<file path="src/rtl/tagged_word_bank_parser_top_macros.svh">
// -----------------------------------------------------------------------------
// Assertion macros shared by the bank parser modules.
// -----------------------------------------------------------------------------
`ifndef TAGGED_WORD_BANK_PARSER_TOP_MACROS_SVH
`define TAGGED_WORD_BANK_PARSER_TOP_MACROS_SVH

// Property that must hold at every clock edge outside reset.
`define TWBP_ASSERT(lbl, prop, msg) \
  lbl: assert property (@(posedge clk_i) disable iff (!rst_ni) (prop)) else $error(msg);

// Condition that must never be true outside reset.
`define TWBP_ASSERT_NEVER(lbl, cond, msg) \
  lbl: assert property (@(posedge clk_i) disable iff (!rst_ni) !(cond)) else $error(msg);

`endif

</file>
<file path="src/rtl/twbp_pkg.sv">
// -----------------------------------------------------------------------------
// twbp_pkg
// Types, codes and helpers of the tagged bank word parser.
// -----------------------------------------------------------------------------
package twbp_pkg;

  // Number of data words that follow a data header.
  localparam int unsigned DATA_WORDS   = 14;
  localparam logic [3:0]  DATA_WORDS_W = 4'(DATA_WORDS);
  localparam logic [4:0]  DATA_COUNT_W = 5'(DATA_WORDS);

  // Result queue geometry.
  localparam int unsigned RES_DEPTH = 4;
  localparam int unsigned RES_PTR_W = $clog2(RES_DEPTH);
  localparam int unsigned RES_CNT_W = $clog2(RES_DEPTH + 1);

  // Control word types (bits 30..27).
  localparam logic [3:0] CTL_TRIG_NUM  = 4'd2;
  localparam logic [3:0] CTL_TRIG_TIME = 4'd3;
  localparam logic [3:0] CTL_DATA_HDR  = 4'd8;
  localparam logic [3:0] CTL_INVALID   = 4'd14;

  // Result kinds.
  localparam logic [2:0] KIND_TRIG_NUM   = 3'd0;
  localparam logic [2:0] KIND_TRIG_TIME  = 3'd1;
  localparam logic [2:0] KIND_DATA       = 3'd2;
  localparam logic [2:0] KIND_COUNT_ERR  = 3'd3;
  localparam logic [2:0] KIND_INVALID    = 3'd4;
  localparam logic [2:0] KIND_TRUNC_TIME = 3'd5;

  typedef struct packed {
    logic [31:0] word;
    logic        bank_last;
  } twbp_in_t;

  typedef struct packed {
    logic [2:0]  kind;
    logic [47:0] value;
    logic [3:0]  data_index;
    logic        end_of_run;
  } twbp_out_t;

  // Results of one item handed from the decoder to the result queue.
  typedef struct packed {
    logic [1:0] num;
    twbp_out_t  res0;
    twbp_out_t  res1;
  } twbp_push_t;

  function automatic twbp_out_t mk_res(logic [2:0] kind, logic [47:0] value,
                                       logic [3:0] idx);
    twbp_out_t r;
    r.kind       = kind;
    r.value      = value;
    r.data_index = idx;
    r.end_of_run = 1'b0;
    return r;
  endfunction

endpackage

</file>
<file path="src/rtl/tagged_word_bank_parser_top.sv">
// -----------------------------------------------------------------------------
// tagged_word_bank_parser_top
// Bank word parser: control word decode, trigger time assembly, data records.
// -----------------------------------------------------------------------------
// One bank word is accepted per clock cycle while the queue has room and is
// decoded in the same cycle; its results (none, one or two) enter a four-entry
// result queue and appear on the output behind earlier results, one result
// per cycle while out_ready_i is high. A word with at most one result then
// sustains one word per cycle; one with two needs two output transfers. Input
// ready is held low only while the queue has fewer than two free entries.
// -----------------------------------------------------------------------------
module tagged_word_bank_parser_top (
  input  logic                clk_i,
  input  logic                rst_ni,
  input  logic                in_valid_i,
  output logic                in_ready_o,
  input  twbp_pkg::twbp_in_t  in_item_i,
  output logic                out_valid_o,
  input  logic                out_ready_i,
  output twbp_pkg::twbp_out_t out_item_o
);
  import twbp_pkg::*;

  logic       accept;
  logic       space;
  twbp_push_t push;

  assign in_ready_o = space;
  assign accept     = in_valid_i && space;

  // Word decode and parser state.
  twbp_decode u_decode (
    .clk_i    (clk_i),
    .rst_ni   (rst_ni),
    .accept_i (accept),
    .item_i   (in_item_i),
    .push_o   (push)
  );

  // Result queue toward the output channel.
  twbp_res_queue u_queue (
    .clk_i       (clk_i),
    .rst_ni      (rst_ni),
    .wr_en_i     (accept),
    .push_i      (push),
    .space_o     (space),
    .out_valid_o (out_valid_o),
    .out_ready_i (out_ready_i),
    .out_item_o  (out_item_o)
  );

endmodule

</file>
<file path="src/rtl/twbp_decode.sv">
// -----------------------------------------------------------------------------
// twbp_decode
// Parser state and the combinational decode of one bank word into results.
// -----------------------------------------------------------------------------
`include "tagged_word_bank_parser_top_macros.svh"

module twbp_decode (
  input  logic                clk_i,
  input  logic                rst_ni,
  input  logic                accept_i,
  input  twbp_pkg::twbp_in_t  item_i,
  output twbp_pkg::twbp_push_t push_o
);
  import twbp_pkg::*;

  typedef enum logic [1:0] {
    MODE_IDLE = 2'd0,
    MODE_TIME = 2'd1,
    MODE_DATA = 2'd2
  } mode_e;

  mode_e       mode_q, mode_d;
  logic [23:0] time_lo_q, time_lo_d;
  logic [3:0]  left_q, left_d;
  logic        seen_q, seen_d;

  logic [3:0]  ctl_type;
  logic [1:0]  num;
  twbp_out_t   res0, res1;

  assign ctl_type = item_i.word[30:27];

  // Decode the word, then apply the end-of-bank rules.
  always_comb begin
    mode_d    = mode_q;
    time_lo_d = time_lo_q;
    left_d    = left_q;
    seen_d    = seen_q;
    res0      = '0;
    res1      = '0;
    num       = 2'd0;

    case (mode_q)
      MODE_TIME: begin
        res0      = mk_res(KIND_TRIG_TIME, {item_i.word[23:0], time_lo_q}, 4'd0);
        num       = 2'd1;
        seen_d    = 1'b1;
        time_lo_d = '0;
        mode_d    = MODE_IDLE;
      end
      MODE_DATA: begin
        res0   = mk_res(KIND_DATA, {16'd0, item_i.word}, DATA_WORDS_W - left_q);
        num    = 2'd1;
        left_d = left_q - 4'd1;
        if (left_d == 4'd0) begin
          mode_d = MODE_IDLE;
        end
      end
      default: begin
        if (item_i.word[31]) begin
          case (ctl_type)
            CTL_TRIG_NUM: begin
              res0 = mk_res(KIND_TRIG_NUM, {36'd0, item_i.word[11:0]}, 4'd0);
              num  = 2'd1;
            end
            CTL_TRIG_TIME: begin
              time_lo_d = item_i.word[23:0];
              mode_d    = MODE_TIME;
            end
            CTL_DATA_HDR: begin
              if (item_i.word[4:0] != DATA_COUNT_W) begin
                res0 = mk_res(KIND_COUNT_ERR, {43'd0, item_i.word[4:0]}, 4'd0);
                num  = 2'd1;
              end
              left_d = DATA_WORDS_W;
              mode_d = (DATA_WORDS_W != 4'd0) ? MODE_DATA : MODE_IDLE;
            end
            CTL_INVALID: begin
              res0 = mk_res(KIND_INVALID, 48'd0, 4'd0);
              num  = 2'd1;
            end
            default: begin
            end
          endcase
        end
      end
    endcase

    // End of bank: flush a pending time, add a zero time if none was seen.
    if (item_i.bank_last) begin
      if (mode_d == MODE_TIME) begin
        res0   = mk_res(KIND_TRUNC_TIME, {24'd0, time_lo_d}, 4'd0);
        num    = 2'd1;
        seen_d = 1'b1;
      end
      if (!seen_d) begin
        if (num == 2'd0) begin
          res0 = mk_res(KIND_TRIG_TIME, 48'd0, 4'd0);
        end else begin
          res1 = mk_res(KIND_TRIG_TIME, 48'd0, 4'd0);
        end
        num = num + 2'd1;
      end
      mode_d    = MODE_IDLE;
      time_lo_d = '0;
      left_d    = '0;
      seen_d    = 1'b0;
    end

    // Mark the last result of this item.
    if (num == 2'd1) begin
      res0.end_of_run = 1'b1;
    end else if (num == 2'd2) begin
      res1.end_of_run = 1'b1;
    end
  end

  assign push_o.num  = num;
  assign push_o.res0 = res0;
  assign push_o.res1 = res1;

  // Parser state advances once per accepted item.
  always_ff @(posedge clk_i or negedge rst_ni) begin
    if (!rst_ni) begin
      mode_q    <= MODE_IDLE;
      time_lo_q <= '0;
      left_q    <= '0;
      seen_q    <= 1'b0;
    end else if (accept_i) begin
      mode_q    <= mode_d;
      time_lo_q <= time_lo_d;
      left_q    <= left_d;
      seen_q    <= seen_d;
    end
  end

  `TWBP_ASSERT(a_data_has_words, (mode_q == MODE_DATA) |-> (left_q != 4'd0), "data mode with no words left")
  `TWBP_ASSERT(a_last_clears, (accept_i && item_i.bank_last) |=> (mode_q == MODE_IDLE && !seen_q && left_q == 4'd0), "state not cleared after end of bank")
  `TWBP_ASSERT_NEVER(a_num_range, accept_i && push_o.num == 2'd3, "more than two results for one item")

endmodule

</file>
<file path="src/rtl/twbp_res_queue.sv">
// -----------------------------------------------------------------------------
// twbp_res_queue
// Small result queue: takes up to two results per cycle while it has room, hands out one while the output is ready.
// -----------------------------------------------------------------------------
`include "tagged_word_bank_parser_top_macros.svh"

module twbp_res_queue (
  input  logic                 clk_i,
  input  logic                 rst_ni,
  input  logic                 wr_en_i,
  input  twbp_pkg::twbp_push_t push_i,
  output logic                 space_o,
  output logic                 out_valid_o,
  input  logic                 out_ready_i,
  output twbp_pkg::twbp_out_t  out_item_o
);
  import twbp_pkg::*;

  twbp_out_t              mem_q [RES_DEPTH];
  logic [RES_PTR_W-1:0]   wr_ptr_q, wr_ptr_d;
  logic [RES_PTR_W-1:0]   rd_ptr_q, rd_ptr_d;
  logic [RES_CNT_W-1:0]   count_q, count_d;
  logic [RES_PTR_W-1:0]   wr_ptr_nx;
  logic [RES_CNT_W-1:0]   push_n;
  logic                   pop;

  // Room for the worst case of one item.
  assign space_o     = (count_q <= RES_CNT_W'(RES_DEPTH - 2));
  assign out_valid_o = (count_q != '0);
  assign out_item_o  = mem_q[rd_ptr_q];

  assign pop       = out_valid_o && out_ready_i;
  assign push_n    = wr_en_i ? RES_CNT_W'(push_i.num) : '0;
  assign wr_ptr_nx = wr_ptr_q + RES_PTR_W'(1);

  // Pointer and fill bookkeeping.
  always_comb begin
    wr_ptr_d = wr_ptr_q + RES_PTR_W'(push_n);
    rd_ptr_d = pop ? rd_ptr_q + RES_PTR_W'(1) : rd_ptr_q;
    count_d  = count_q + push_n - RES_CNT_W'(pop);
  end

  always_ff @(posedge clk_i or negedge rst_ni) begin
    if (!rst_ni) begin
      wr_ptr_q <= '0;
      rd_ptr_q <= '0;
      count_q  <= '0;
    end else begin
      wr_ptr_q <= wr_ptr_d;
      rd_ptr_q <= rd_ptr_d;
      count_q  <= count_d;
    end
  end

  // Result storage.
  always_ff @(posedge clk_i) begin
    if (wr_en_i && push_i.num != 2'd0) begin
      mem_q[wr_ptr_q] <= push_i.res0;
    end
    if (wr_en_i && push_i.num == 2'd2) begin
      mem_q[wr_ptr_nx] <= push_i.res1;
    end
  end

  `TWBP_ASSERT(a_count_max, count_q <= RES_CNT_W'(RES_DEPTH), "result queue count out of range")
  `TWBP_ASSERT_NEVER(a_no_overflow, wr_en_i && !space_o, "write into a queue without room")
  `TWBP_ASSERT(a_empty_ptrs, (count_q == '0) |-> (rd_ptr_q == wr_ptr_q), "empty queue with pointers apart")

endmodule
</file>
<file path="config.mk">
export PLATFORM = sky130hd
export DESIGN_NAME = tagged_word_bank_parser_top
export DESIGN_NICKNAME = d
export VERILOG_FILES = /design/src/rtl/twbp_pkg.sv /design/src/rtl/tagged_word_bank_parser_top.sv /design/src/rtl/twbp_decode.sv /design/src/rtl/twbp_res_queue.sv
export VERILOG_INCLUDE_DIRS = /design/src /design/src/rtl
export SDC_FILE = /design/constraint.sdc
export NUM_CORES = 1
export LEC_CHECK = 0
export ABC_AREA = 1
export CAP_MARGIN = 20
export CORE_MARGIN = 2
export CORE_UTILIZATION = 45
export CTS_CLUSTER_SIZE = 30
export DETAILED_ROUTE_END_ITERATION = 8
export DONT_BUFFER_PORTS = 1
export GPL_TIMING_DRIVEN = 0
export SLEW_MARGIN = 10
export SYNTH_ARGS = -nofsm -noshare
export SYNTH_HDL_FRONTEND = slang
export SYNTH_SLANG_ARGS = --single-unit
</file>
<file path="constraint.sdc">
create_clock -name clk_i -period 3.76 [get_ports clk_i]
set_input_delay 0.564 -clock clk_i [delete_from_list [all_inputs] [get_ports clk_i]]
set_output_delay 0.564 -clock clk_i [all_outputs]
set_load 0.05 [all_outputs]
</file>
==> key figures <==
Status
  • Outcome: completed

Clock network
  • CTS max path bufs: 3
  • CTS tree: yes
  • Clock sinks: about 260
  • Clk slew on worst S/H paths: ~60 ps
  • Root Driver: clkbuf_16
  • Clock Latency Late Sink: ~560 ps
  • H-tree depth: 1
  • CTS Buf Count: 30

Placed design
  • Hpwl dp: around 31000 um
  • Placer Congestion: just over 0.9
  • Dpl ws: -129 ps
  • Post-placement cell count: between 2000 and 2500
  • IO buf count: 0

Worst setup path
  • R2R setup slack: 180 ps
  • Crit path max fanout: 10
  • Critical path class: register to output port
  • FF-to-FF Start: u_queue.count_q[1]
  • Setup crit start: u_queue.rd_ptr_q[0]
  • WP data required: ~3200 ps
  • WP data arrival: 3020 ps
  • Crit. End Element: output port
  • Crit start category: register

Timing
  • Final Hold Viols: 0
  • Final min period: approximately 3600 ps
  • Final setup TNS: 0 ps
  • Layout Skew: ~16 ps
  • Fmax: 279 MHz
  • Setup Viol. Count Final: 0
  • Setup ws final: ~180 ps
  • Worst-margin pin slew: 1090 ps
  • Rel. slew slack: between 20% and 30%
  • Slew Limit Fails: 0
  • Tcrit/Tclk final: 95.3%

Layout
  • Share of layout cells above drive strength 1: 12.2%
  • Non-filler cells in the finished layout: about 2300
  • Fin nets: around 1900
  • Area Growth Syn to Fin: 15.0%
  • # diodes: 0

Yosys
  • Post-Syn Instances: approximately 1800
  • Compound-cell area share of the yosys netlist: between 10% and 20%
  • Synthesized flop and latch total: 262
  • Post-synth top cells: nand2_1, nand3_1, dfxtp_1, nor2_1, o21ai_0
  • Register area share after synthesis: 43.9%
  • Yosys warning count: 0
  • XOR/XNOR share of the synthesized area: less than 1%
  • Post-synth net total: ~1900
  • Yosys cell types: 36
  • Share of Yosys cell area claimed by the top area cell type: between 30% and 40%
  • Main combinational cell family by area after synthesis: simple AND/OR/NAND/NOR gates
  • Top post-synthesis cells by area: dfxtp_1, nand2_1, nand3_1
  • Commonest register cell after synthesis: dfxtp_1
  • Post-synth EDFFs: 8
  • Syn Std Cell Area: 0.0126 mm^2
  • Syn avg cell area: slightly below 7 um^2
  • Ys async rst share: 14.5%
  • Mux contribution to synthesized area: 0%
  • Cell taking the most area after synthesis: dfxtp_1
  • Top-count cell post-synth: nand2_1
  • Post-Synth Simple-Gate Area: ~35%
  • Adder-cell area share of the yosys netlist: approximately 1.2%

GRT
  • GR Util All Layers: 30.0%
  • First-pass GRT wire length: around 68000 um
  • Pin count of the biggest net entering global routing: 39
  • Initial antenna violation count: 0
  • Overflow after GRT: 0
  • Vias in the first global route: 11800

Route
  • Drt total wl: about 45000 um
  • Total number of vias: 12800
  • First-pass iteration count of the detailed router: 7
  • Vias/cell: approximately 5.6
  • Starting DRT DRC Count: 1311
  • Post-DRT Antenna Nets: 0
  • # DRC: 0
  • Routed len/inst: 19.6 um

Floorplanning
  • Die ar.: roughly 0.03 mm^2
  • Core outline area: ~0.028 mm^2
  • Initial Utilization: between 40% and 50%
  • Std-Cell Rows: a little over 60
  • I/O pins: 95
  • Height of the die: between 150 and 200 um
  • Die X: approximately 170 um

Power and ir drop
  • PD cells: around 970 mW/mm^2
  • Worst vdd ir: roughly 0.54 mV
  • Leakage: between 0.006 and 0.007 uW
  • Pwr Total: ~14000 uW

Hold path
  • Critical hold path startpoint: in_item_i[23]
  • Hold Path Class: input port to register

Run
  • Max Cap Viol: 0
-- cell families (layout without fill, tap and decap cells) --
kind of cell,Yosys count,in the layout
AND/OR/NAND/NOR,1041,1041
AO/OA/AOI/OAI,274,274
flip-flops,262,262
buffers and inverters,230,299
adder cells (fa/ha/maj),11,11
XOR/XNOR,7,7
-- final cells by class --
| class | count | area (um^2) |
|---|---|---|
| Fill cell | 2781 | 13200 |
| Multi-Input combinational cell | 1333 | 6420 |
| Clock buffer | 45 | 887 |
| Sequential cell | 262 | 5520 |
| Tap cell | 378 | 473 |
| Inverter | 98 | 368 |
| Clock inverter | 9 | 60.1 |
| Timing Repair Buffer | 15 | 131 |
| Buffer | 132 | 601 |
-- through the flow --
stage / instance area [um^2] / hold slack, ps / utilization, %
floorplan: 12600 / 268 / -
global placement: 13000 / 270 / 47.2
detailed placement: 13100 / 270 / 47.5
CTS: 14300 / 233 / 51.8
global route: 14500 / 255 / 52.3
finish: 14500 / 245 / 52.3
-- placed cells by master (no fill, tap or decap), types with 10 or more instances in the layout --
cell	instances
a21oi_1	35
nand3_1	231
nand2_1	593
o21ai_0	140
clkbuf_1	67
dfrtp_1	38
dfxtp_1	216
ha_1	10
o22ai_2	46
buf_2	59
nor2_1	163
o22ai_1	21
nand4_1	27
inv_1	69
a22oi_1	19
inv_2	28
clkbuf_16	30
nor2_2	12
buf_4	13
-- layer usage --
metal	share of wire (%)	routed length, um	global-route usage [%]	up-vias
met5	0	0	0	-
met4	5.6	2510	15.2	0
met3	7.8	3470	5.30	110
met2	44	19800	47.4	531
met1	42	18800	39.5	6032
li1	-	-	-	6082
-- power by group --
part / internal, uW / total (uW) / switching [uW]
logic: 1780 / 7110 / 5330
clock network: 1620 / 2820 / 1200
registers: 3680 / 4150 / 470
total: 7080 / 14100 / 7000
-- what timing repair did --
item	in CTS	in global routing
cloned	0	0
buffers inserted	0	3
hold buffers	2	0
hold endpoints to repair	38	0
pin swaps	0	2
gates resized for setup	37	33
setup endpoints to repair	49	222
-- flip-flops by register name, indices dropped and copies added, names as in the netlist --
signal              count
u_queue.count_q         3
u_queue.wr_ptr_q        2
u_decode.time_lo_q     24
u_queue.rd_ptr_q        2
u_decode.left_q         4
u_queue.mem_q         224
u_decode.seen_q         1
u_decode.mode_q         2
-- path summary, 6_finish.rpt --
path                                     endpoint  cells past startpoint
max                                out_item_o[11]                      5
min in group asynchronous  u_decode.time_lo_q[13]                      2
max in group asynchronous     u_queue.wr_ptr_q[0]                      2
max reg2reg                    u_queue.count_q[2]                      9
min                          u_queue.mem_q[3][51]                      4
min reg2reg                  u_queue.mem_q[2][52]                      2
-- worst max-delay path, stage by stage (launching register included) --
cell and delay [ps]:
dfrtp_1 530, inv_1 170, clkbuf_1 510, clkbuf_1 540, nor2_1 110, o22ai_2 580
Note: power is estimated with default switching activity, not from simulation.
